[src/hw/rtl/lpd_pkg.sv]
// Package for the length-prefixed deframer: header geometry, result status
// codes and register map constants. No dependencies.

package lpd_pkg;

   // Frame header: 32-bit LE length, then 16-bit LE type
   localparam int HEADER_BYTES = 6;
   localparam int LEN_BYTES    = 4;
   localparam int HDR_CNT_W    = $clog2(HEADER_BYTES);

   localparam logic [HDR_CNT_W-1:0] HDR_CNT_TYPE_LO = HDR_CNT_W'(LEN_BYTES);
   localparam logic [HDR_CNT_W-1:0] HDR_CNT_TYPE_HI = HDR_CNT_W'(HEADER_BYTES - 1);

   localparam int BYTE_W   = 8;
   localparam int LEN_W    = 32;
   localparam int TYPE_W   = 16;
   localparam int STATUS_W = 2;

   localparam logic [BYTE_W-1:0] BYTE_MASK = 8'hFF;

   typedef enum logic [STATUS_W-1:0] {
      STATUS_PAYLOAD = 2'd0,
      STATUS_EMPTY   = 2'd1,
      STATUS_ERROR   = 2'd2
   } lpd_status_type;

   // Register map: 32-bit words, with a single register (max_payload) at word 0
   localparam int CSR_DATA_W = 32;
   localparam int CSR_ADDR_W = 3;
   localparam int CSR_IDX_W  = CSR_ADDR_W - 2;

   typedef enum logic [CSR_IDX_W-1:0] {
      CSR_MAX_PAYLOAD = 1'b0
   } lpd_csr_idx_type;

   localparam logic [LEN_W-1:0] MAX_PAYLOAD_RESET = 32'd16777216;

endpackage

[src/hw/rtl/lpd_if.sv]
// Stream channel interfaces of the deframer: byte request and result beats.
// Depends on lpd_pkg for field widths.

interface lpd_req_if
   import lpd_pkg::*;
   ();
   logic              valid;
   logic              ready;
   logic [BYTE_W-1:0] data_byte;

   modport source (output valid, output data_byte, input ready);
   modport sink   (input valid, input data_byte, output ready);
endinterface

interface lpd_rsp_if
   import lpd_pkg::*;
   ();
   logic                valid;
   logic                ready;
   logic [STATUS_W-1:0] status;
   logic [BYTE_W-1:0]   payload_byte;
   logic [TYPE_W-1:0]   frame_type;
   logic                last_of_frame;

   modport source (output valid, output status, output payload_byte,
                   output frame_type, output last_of_frame, input ready);
   modport sink   (input valid, input status, input payload_byte,
                   input frame_type, input last_of_frame, output ready);
endinterface

[src/hw/rtl/lpd_csr.sv]
// APB-style register block of the deframer: holds max_payload.
// Depends on lpd_pkg for the register map.

module lpd_csr
   import lpd_pkg::*;
(
   input  logic                  clock,
   input  logic                  reset,
   input  logic                  csr_psel,
   input  logic                  csr_penable,
   input  logic                  csr_pwrite,
   input  logic [CSR_ADDR_W-1:0] csr_paddr,
   input  logic [CSR_DATA_W-1:0] csr_pwdata,
   output logic [CSR_DATA_W-1:0] csr_prdata,
   output logic                  csr_pready,
   output logic [LEN_W-1:0]      max_payload
);

   logic [LEN_W-1:0]     max_payload_ff;
   logic [LEN_W-1:0]     max_payload_in;
   lpd_csr_idx_type      reg_idx;
   logic                 wr_strobe;

   assign reg_idx    = lpd_csr_idx_type'(csr_paddr[CSR_ADDR_W-1:2]);
   assign wr_strobe  = csr_psel && csr_penable && csr_pwrite;
   assign csr_pready = 1'b1;

   always_comb begin
      max_payload_in = max_payload_ff;
      csr_prdata     = '0;
      unique case (reg_idx)
         CSR_MAX_PAYLOAD: begin
            csr_prdata = max_payload_ff;
            if (wr_strobe) begin
               max_payload_in = csr_pwdata;
            end
         end
         default: begin
            csr_prdata = '0;
         end
      endcase
   end

   always_ff @(posedge clock) begin
      if (reset) begin
         max_payload_ff <= MAX_PAYLOAD_RESET;
      end else begin
         max_payload_ff <= max_payload_in;
      end
   end

   assign max_payload = max_payload_ff;

endmodule

[src/hw/rtl/length_prefixed_deframer.sv]
// Top level of the length-prefixed deframer: header parser and result register.
// Depends on lpd_pkg, lpd_if.sv (lpd_req_if, lpd_rsp_if) and lpd_csr.
//
//   channel  dir  beat
//   req      in   one stream byte (data_byte)
//   rsp      out  status, payload_byte, frame_type, last_of_frame
//   csr      in   APB-style write/read of max_payload
//
// One byte is taken per clock while req.ready is high; any result is registered in the
// output register at the same edge that accepts its byte.
// A result waiting in the output register blocks req until rsp takes it:
// req.ready is high whenever that register is empty or is being drained this cycle.
// Reset (synchronous) clears all parser state and the output valid; after an
// oversize length the parser drops every byte until the next reset.

module length_prefixed_deframer
   import lpd_pkg::*;
(
   input  logic                  clock,
   input  logic                  reset,
   lpd_req_if.sink               req,
   lpd_rsp_if.source             rsp,
   input  logic                  csr_psel,
   input  logic                  csr_penable,
   input  logic                  csr_pwrite,
   input  logic [CSR_ADDR_W-1:0] csr_paddr,
   input  logic [CSR_DATA_W-1:0] csr_pwdata,
   output logic [CSR_DATA_W-1:0] csr_prdata,
   output logic                  csr_pready
);

   logic [LEN_W-1:0] max_payload;

   lpd_csr u_csr (
      .clock       (clock),
      .reset       (reset),
      .csr_psel    (csr_psel),
      .csr_penable (csr_penable),
      .csr_pwrite  (csr_pwrite),
      .csr_paddr   (csr_paddr),
      .csr_pwdata  (csr_pwdata),
      .csr_prdata  (csr_prdata),
      .csr_pready  (csr_pready),
      .max_payload (max_payload)
   );

   // Parser state
   logic [HDR_CNT_W-1:0] header_count_ff, header_count_in;
   logic [LEN_W-1:0]     length_value_ff, length_value_in;
   logic [TYPE_W-1:0]    type_value_ff, type_value_in;
   logic [LEN_W-1:0]     bytes_remaining_ff, bytes_remaining_in;
   logic                 in_payload_ff, in_payload_in;
   logic                 poisoned_ff, poisoned_in;

   // Output register
   logic                 rsp_valid_ff, rsp_valid_in;
   lpd_status_type       rsp_status_ff, rsp_status_in;
   logic [BYTE_W-1:0]    rsp_byte_ff, rsp_byte_in;
   logic [TYPE_W-1:0]    rsp_type_ff, rsp_type_in;
   logic                 rsp_last_ff, rsp_last_in;

   logic                 accept;
   logic                 has_result;
   logic [BYTE_W-1:0]    din;
   logic [TYPE_W-1:0]    full_type;

   // Take a beat whenever the result slot is free or draining now
   assign req.ready = !rsp_valid_ff || rsp.ready;
   assign accept    = req.valid && req.ready;
   assign din       = req.data_byte & BYTE_MASK;
   assign full_type = {din, type_value_ff[BYTE_W-1:0]};

   always_comb begin
      header_count_in    = header_count_ff;
      length_value_in    = length_value_ff;
      type_value_in      = type_value_ff;
      bytes_remaining_in = bytes_remaining_ff;
      in_payload_in      = in_payload_ff;
      poisoned_in        = poisoned_ff;
      has_result         = 1'b0;
      rsp_status_in      = STATUS_PAYLOAD;
      rsp_byte_in        = '0;
      rsp_type_in        = type_value_ff;
      rsp_last_in        = 1'b0;

      if (accept && !poisoned_ff) begin
         if (in_payload_ff) begin
            // cut-through payload byte
            has_result  = 1'b1;
            rsp_byte_in = din;
            if (bytes_remaining_ff <= LEN_W'(1)) begin
               rsp_last_in        = 1'b1;
               bytes_remaining_in = '0;
               in_payload_in      = 1'b0;
               header_count_in    = '0;
            end else begin
               bytes_remaining_in = bytes_remaining_ff - LEN_W'(1);
            end
         end else if (header_count_ff < HDR_CNT_TYPE_LO) begin
            // length bytes, little-endian; first one clears the rest
            if (header_count_ff == '0) begin
               length_value_in = {{(LEN_W-BYTE_W){1'b0}}, din};
            end else begin
               length_value_in[{header_count_ff[1:0], 3'b000} +: BYTE_W] = din;
            end
            header_count_in = header_count_ff + HDR_CNT_W'(1);
         end else if (header_count_ff < HDR_CNT_TYPE_HI) begin
            type_value_in   = {{(TYPE_W-BYTE_W){1'b0}}, din};
            header_count_in = header_count_ff + HDR_CNT_W'(1);
         end else begin
            // final header byte (any count past the end counts as final)
            type_value_in   = full_type;
            header_count_in = '0;
            rsp_type_in     = full_type;
            if (length_value_ff > max_payload) begin
               poisoned_in   = 1'b1;
               has_result    = 1'b1;
               rsp_status_in = STATUS_ERROR;
            end else if (length_value_ff == '0) begin
               has_result    = 1'b1;
               rsp_status_in = STATUS_EMPTY;
               rsp_last_in   = 1'b1;
            end else begin
               bytes_remaining_in = length_value_ff;
               in_payload_in      = 1'b1;
            end
         end
      end

      if (accept) begin
         rsp_valid_in = has_result;
      end else begin
         rsp_valid_in = rsp_valid_ff && !rsp.ready;
      end
   end

   always_ff @(posedge clock) begin
      if (reset) begin
         header_count_ff    <= '0;
         length_value_ff    <= '0;
         type_value_ff      <= '0;
         bytes_remaining_ff <= '0;
         in_payload_ff      <= 1'b0;
         poisoned_ff        <= 1'b0;
         rsp_valid_ff       <= 1'b0;
      end else begin
         header_count_ff    <= header_count_in;
         length_value_ff    <= length_value_in;
         type_value_ff      <= type_value_in;
         bytes_remaining_ff <= bytes_remaining_in;
         in_payload_ff      <= in_payload_in;
         poisoned_ff        <= poisoned_in;
         rsp_valid_ff       <= rsp_valid_in;
      end
   end

   // Result payload: loaded only with a new result
   always_ff @(posedge clock) begin
      if (accept && has_result) begin
         rsp_status_ff <= rsp_status_in;
         rsp_byte_ff   <= rsp_byte_in;
         rsp_type_ff   <= rsp_type_in;
         rsp_last_ff   <= rsp_last_in;
      end
   end

   assign rsp.valid         = rsp_valid_ff;
   assign rsp.status        = rsp_status_ff;
   assign rsp.payload_byte  = rsp_byte_ff;
   assign rsp.frame_type    = rsp_type_ff;
   assign rsp.last_of_frame = rsp_last_ff;

`ifndef SYNTHESIS
   // poison is sticky until reset
   a_poison_sticky: assert property (@(posedge clock) disable iff (reset)
      poisoned_ff |=> poisoned_ff)
      else $error("poisoned flag dropped without reset");

   // inside a payload there is always at least one byte to come
   a_remaining_nonzero: assert property (@(posedge clock) disable iff (reset)
      in_payload_ff |-> (bytes_remaining_ff != '0))
      else $error("in payload with zero bytes remaining");

   // error beat carries no byte and no last mark
   a_error_beat: assert property (@(posedge clock) disable iff (reset)
      (rsp_valid_ff && (rsp_status_ff == STATUS_ERROR)) |->
         (!rsp_last_ff && (rsp_byte_ff == '0)))
      else $error("error beat with payload or last mark");

   // a poisoned parser never raises a new result
   a_poison_silent: assert property (@(posedge clock) disable iff (reset)
      poisoned_ff |-> !(accept && has_result))
      else $error("result produced after poison");
`endif

endmodule

[src/flat_wrapper.sv]
// flat-port wrapper written by rule: the top's interface ports become plain ports
module length_prefixed_deframer_flat import lpd_pkg::*;
  (clock, reset, csr_psel, csr_penable, csr_pwrite, csr_paddr, csr_pwdata, csr_prdata, csr_pready, req_valid, req_data_byte, req_ready, rsp_valid, rsp_status, rsp_payload_byte, rsp_frame_type, rsp_last_of_frame, rsp_ready);
  lpd_req_if req_i ();
  lpd_rsp_if rsp_i ();
  input  logic clock;
  input  logic reset;
  input  logic csr_psel;
  input  logic csr_penable;
  input  logic csr_pwrite;
  input  logic [CSR_ADDR_W-1:0] csr_paddr;
  input  logic [CSR_DATA_W-1:0] csr_pwdata;
  output logic [CSR_DATA_W-1:0] csr_prdata;
  output logic csr_pready;
  input wire logic [$bits(req_i.valid)-1:0] req_valid;
  input wire logic [$bits(req_i.data_byte)-1:0] req_data_byte;
  output wire logic [$bits(req_i.ready)-1:0] req_ready;
  output wire logic [$bits(rsp_i.valid)-1:0] rsp_valid;
  output wire logic [$bits(rsp_i.status)-1:0] rsp_status;
  output wire logic [$bits(rsp_i.payload_byte)-1:0] rsp_payload_byte;
  output wire logic [$bits(rsp_i.frame_type)-1:0] rsp_frame_type;
  output wire logic [$bits(rsp_i.last_of_frame)-1:0] rsp_last_of_frame;
  input wire logic [$bits(rsp_i.ready)-1:0] rsp_ready;
  assign req_i.valid = req_valid;
  assign req_i.data_byte = req_data_byte;
  assign req_ready = req_i.ready;
  assign rsp_valid = rsp_i.valid;
  assign rsp_status = rsp_i.status;
  assign rsp_payload_byte = rsp_i.payload_byte;
  assign rsp_frame_type = rsp_i.frame_type;
  assign rsp_last_of_frame = rsp_i.last_of_frame;
  assign rsp_i.ready = rsp_ready;
  length_prefixed_deframer u_core (.clock(clock), .reset(reset), .req(req_i), .rsp(rsp_i), .csr_psel(csr_psel), .csr_penable(csr_penable), .csr_pwrite(csr_pwrite), .csr_paddr(csr_paddr), .csr_pwdata(csr_pwdata), .csr_prdata(csr_prdata), .csr_pready(csr_pready));
endmodule
[config.mk]
export PLATFORM = sky130hd
export DESIGN_NAME = length_prefixed_deframer_flat
export DESIGN_NICKNAME = d
export VERILOG_FILES = /design/src/hw/rtl/lpd_pkg.sv /design/src/hw/rtl/lpd_if.sv /design/src/hw/rtl/lpd_csr.sv /design/src/hw/rtl/length_prefixed_deframer.sv /design/src/flat_wrapper.sv
export SDC_FILE = /design/constraint.sdc
export NUM_CORES = 1
export LEC_CHECK = 0
export ABC_AREA = 1
export BUFFER_PORTS_ARGS = -buffer_cell sky130_fd_sc_hd__buf_4
export CAP_MARGIN = 5
export CORE_UTILIZATION = 60
export DETAILED_ROUTE_END_ITERATION = 16
export PLACE_DENSITY = 0.87
export SETUP_SLACK_MARGIN = 0.1
export SYNTH_ARGS = -nofsm -noshare
export SYNTH_HDL_FRONTEND = slang
export SYNTH_HIERARCHICAL = 1
export SYNTH_SLANG_ARGS = --single-unit
[constraint.sdc]
create_clock -name clock -period 8.4 [get_ports clock]
set_clock_uncertainty 0.1 [all_clocks]
set_input_delay 2.52 -clock clock [delete_from_list [all_inputs] [get_ports clock]]
set_output_delay 2.52 -clock clock [all_outputs]
set_load 0.01 [all_outputs]
==> impl_metrics.py <==
metrics = {
    "global_route": {
        "grt_pass1_wl_mm": 35.02,
        "grt_pass1_vias": 7315,
        "gr-total-overflow": 0,
        "antenna_found_initial": 0,
        "grt_max_degree": 59,
        "gr-usage-all-layers": 0.3082,
    },
    "clocking": {
        "tritoncts": "built",
        "clock-sinks": 145,
        "clk_latency_ns": 0.43,
        "clk_pin_slew_ns": 0.06,
        "cts_root_buf": "clkbuf_16",
        "clk_path_buf_depth": 2,
        "postCtsHoldBufs": 0,
        "cts_inserted_buffers": 17,
        "cts.htree.levels": 4,
        "post_cts_resized": 0,
        "post_cts.repair.setup_buffers": 0,
    },
    "timing": {
        "relSlewSlack": 0.2185,
        "rsz0062_at_grt": "false",
        "final.period_utilization": 0.6789,
        "finalCriticalPeriod_ns": 5.702,
        "tightest_slew_ns": 1.171,
        "fmax_mhz": 175.4,
        "slew_viol_final": 0,
        "setup_violations": 0,
        "hold_viol": 0,
        "fin_setup_tns_ns": 0,
    },
    "synth": {
        "synth_nets": 1341,
        "yosysSeqAreaShare": 0.3745,
        "ys_types": 41,
        "synth_top_area_cell": "dfxtp_1",
        "avgSynthCellArea_um2": 6.768,
        "synthCells": 1252,
        "ys_ff_latch": 145,
        "synth.area.top_cells": "dfxtp_1 28%, nor2_1 12%, nand2_1 11%",
        "synth_top_cell_area_share": 0.2788,
        "syn-cell-area_um2": 8473,
        "ys_warn_count": 6,
    },
    "placed_design": {
        "place_congestion": 0.9627,
        "numPortBuffers": 108,
        "post_dp_cell_area_um2": 9228,
        "dp_hpwl_mm": 15.52,
    },
    "drt": {
        "first_pass_iters": 6,
        "vias_per_cell": 5.281,
        "vias": 8069,
        "first_iter_violations": 837,
        "drt_wl_total_mm": 21.73,
        "post_drt_wl_per_cell_um": 14.22,
        "drc": 0,
        "ant_nets": 0,
    },
    "cells_and_area": {
        "drive_above_1_share": 0.1343,
        "area_growth_pct": 16.64,
        "num_antenna_cells": 0,
        "layout_commonest_cell": "nor2_1",
        "final_cell_mix": "270 x nor2_1, 259 x nand2_1, 206 x inv_1, 118 x dfxtp_1, 110 x buf_4",
        "design_area_um2": 9883,
        "finalNetCount": 1424,
    },
    "floorplanning": {
        "io-pin-count": 112,
        "rows": 43,
        "die_h_um": 120.8,
        "die_w_um": 120.8,
        "initial_core_util": 0.6128,
        "core_area_um2": 13830,
        "design.die.area_um2": 14600,
    },
    "setup_path": {
        "critPathCaptureType": "output port",
        "crit_type": "in -> out",
        "required_ns": 5.78,
        "path_max_fanout": 2,
        "worstPathArrival_ns": 3.08,
        "r2r_slack_ns": 5.44,
        "cp-start-kind": "input port",
        "r2r-start": "u_core/u_csr/max_payload[31]",
        "worst_r2r_path_depth": 12,
        "r2r-end": "u_core/rsp.payload_byte[5]",
    },
    "power_and_ir_drop": {
        "p_sw_uw": 520.2,
        "p_leak_nw": 5.024,
        "power_frac_seq": 0.397,
        "pwr-share-comb": 0.158,
        "p_per_area_nw_per_um2": 191.0,
        "p_total_mw": 1.888,
        "vdd_drop_max_uv": 143.4,
        "internal-power_mw": 1.367,
        "power_frac_clock": 0.444,
        "switching_share": 0.2756,
    },
    "hold_path": {
        "worstHoldPathCells": 0,
        "holdCritPathClass": "reg -> reg",
        "min_from": "u_core/type_value_ff[5]",
        "worstHoldEndpoint": "u_core/rsp.frame_type[5]",
    },
    "run_status": {
        "status": "finished clean",
    },
    "job": {
        "drv_cap": 0,
    },
}
[metrics by stage]
step           cells  hold slack (ns)  utilization  setup slack (ns)
5_1_grt         1528           0.3431       0.7148             2.634
3_5_place_dp    1496           0.3184       0.6674             2.700
3_3_place_gp    1496           0.3137       0.6674             2.713
4_1_cts         1528           0.3368       0.7148             2.684
2_1_floorplan   1252           0.3030            -             2.767
6_report        1528           0.3351       0.7148             2.698
[critical path, cell delays in order]
cell    delay [ns]
buf_4         0.11
nor2_1        0.21
inv_1         0.09
buf_4         0.15
[cell type report]
class,instances,area [um2]
Fill cell,1083,3944
Timing Repair Buffer,110,825.8
Inverter,213,799.5
Tap cell,180,225.2
Clock buffer,18,429.2
Sequential cell,145,3173
Clock inverter,14,226.5
Multi-Input combinational cell,848,4204
[power groups by stage]
stage	Clock, mW	Combinational [mW]	Sequential (mW)
6_report	0.839	0.299	0.750
5_1_grt	0.880	0.335	0.752
4_1_cts	0.844	0.294	0.749
3_5_place_dp	0	0.289	0.764
3_3_place_gp	0	0.280	0.763
2_1_floorplan	0	0.214	0.757
[registers in the layout (all words and copies together), names as in the netlist]
name and cells:
u_core/u_csr/max_payload 32, u_core/poisoned_ff 1, u_core/rsp.frame_type 16, u_core/length_value_ff 32
u_core/bytes_remaining_ff 32, u_core/rsp.last_of_frame 1, u_core/rsp.valid 1, u_core/in_payload_ff 1
u_core/rsp.status 2, u_core/header_count_ff 3, u_core/type_value_ff 16, u_core/rsp.payload_byte 8
[cell usage after synthesis]
master    instances
and2_1            2
nand3_1          53
nand3b_1          1
a21o_1            1
buf_4             5
a21oi_4           2
clkbuf_1         12
buf_6            12
a211oi_2          5
nand2_4           2
inv_1           206
o21a_1            2
nand4_1          20
nor3_4            1
xnor2_1           1
nand2_2           2
o21ai_0          38
conb_1            1
dfxtp_1         118
nor3_1           11
xor2_1           19
nand2_1         259
inv_2             7
a21oi_1          68
buf_2            12
nor4_2            1
nor4_1            8
buf_1             5
nor2_1          270
o22ai_1          11
a211oi_1          4
edfxtp_1         27
ha_1             39
nand3_4           1
nand4_2           1
o21ai_1           3
nor2_4            4
nor2_2           11
o211a_1           3
a31oi_1           1
nand3_2           3
[cells by family (layout without fill, tap and decap cells)]
kind of cell	count (synthesis)	count (layout)	synth area share
xor gates and xnor gates	20	20	0.02067
DFF	145	145	0.3745
adders and majority gates	39	39	0.05759
other	1	1	0.0004426
AOI/OAI and AO/OA	138	138	0.09421
and+or+nand+nor	650	650	0.3232
buffers and inverters	259	355	0.1294
[per-layer routing]
layer | wire (um) | track usage | vias up
met3 | 1594 | 0.05943 | 59
met5 | 0 | 0 | -
met4 | 700 | 0.1366 | 0
li1 | - | - | 4056
met2 | 10490 | 0.5136 | 339
met1 | 8953 | 0.3856 | 3615
[worst max path at each step]
stage / start / endpoint / slack (ns) / depth (start not counted)
2_1_floorplan: csr_paddr[2] / csr_prdata[0] / 2.77 / 3
3_3_place_gp: rsp_ready / req_ready / 2.71 / 4
3_5_place_dp: csr_paddr[2] / csr_prdata[27] / 2.70 / 3
4_1_cts: rsp_ready / req_ready / 2.68 / 4
5_1_grt: rsp_ready / req_ready / 2.63 / 4
6_report: rsp_ready / req_ready / 2.70 / 4
Note: power is estimated with default switching activity, not from simulation.
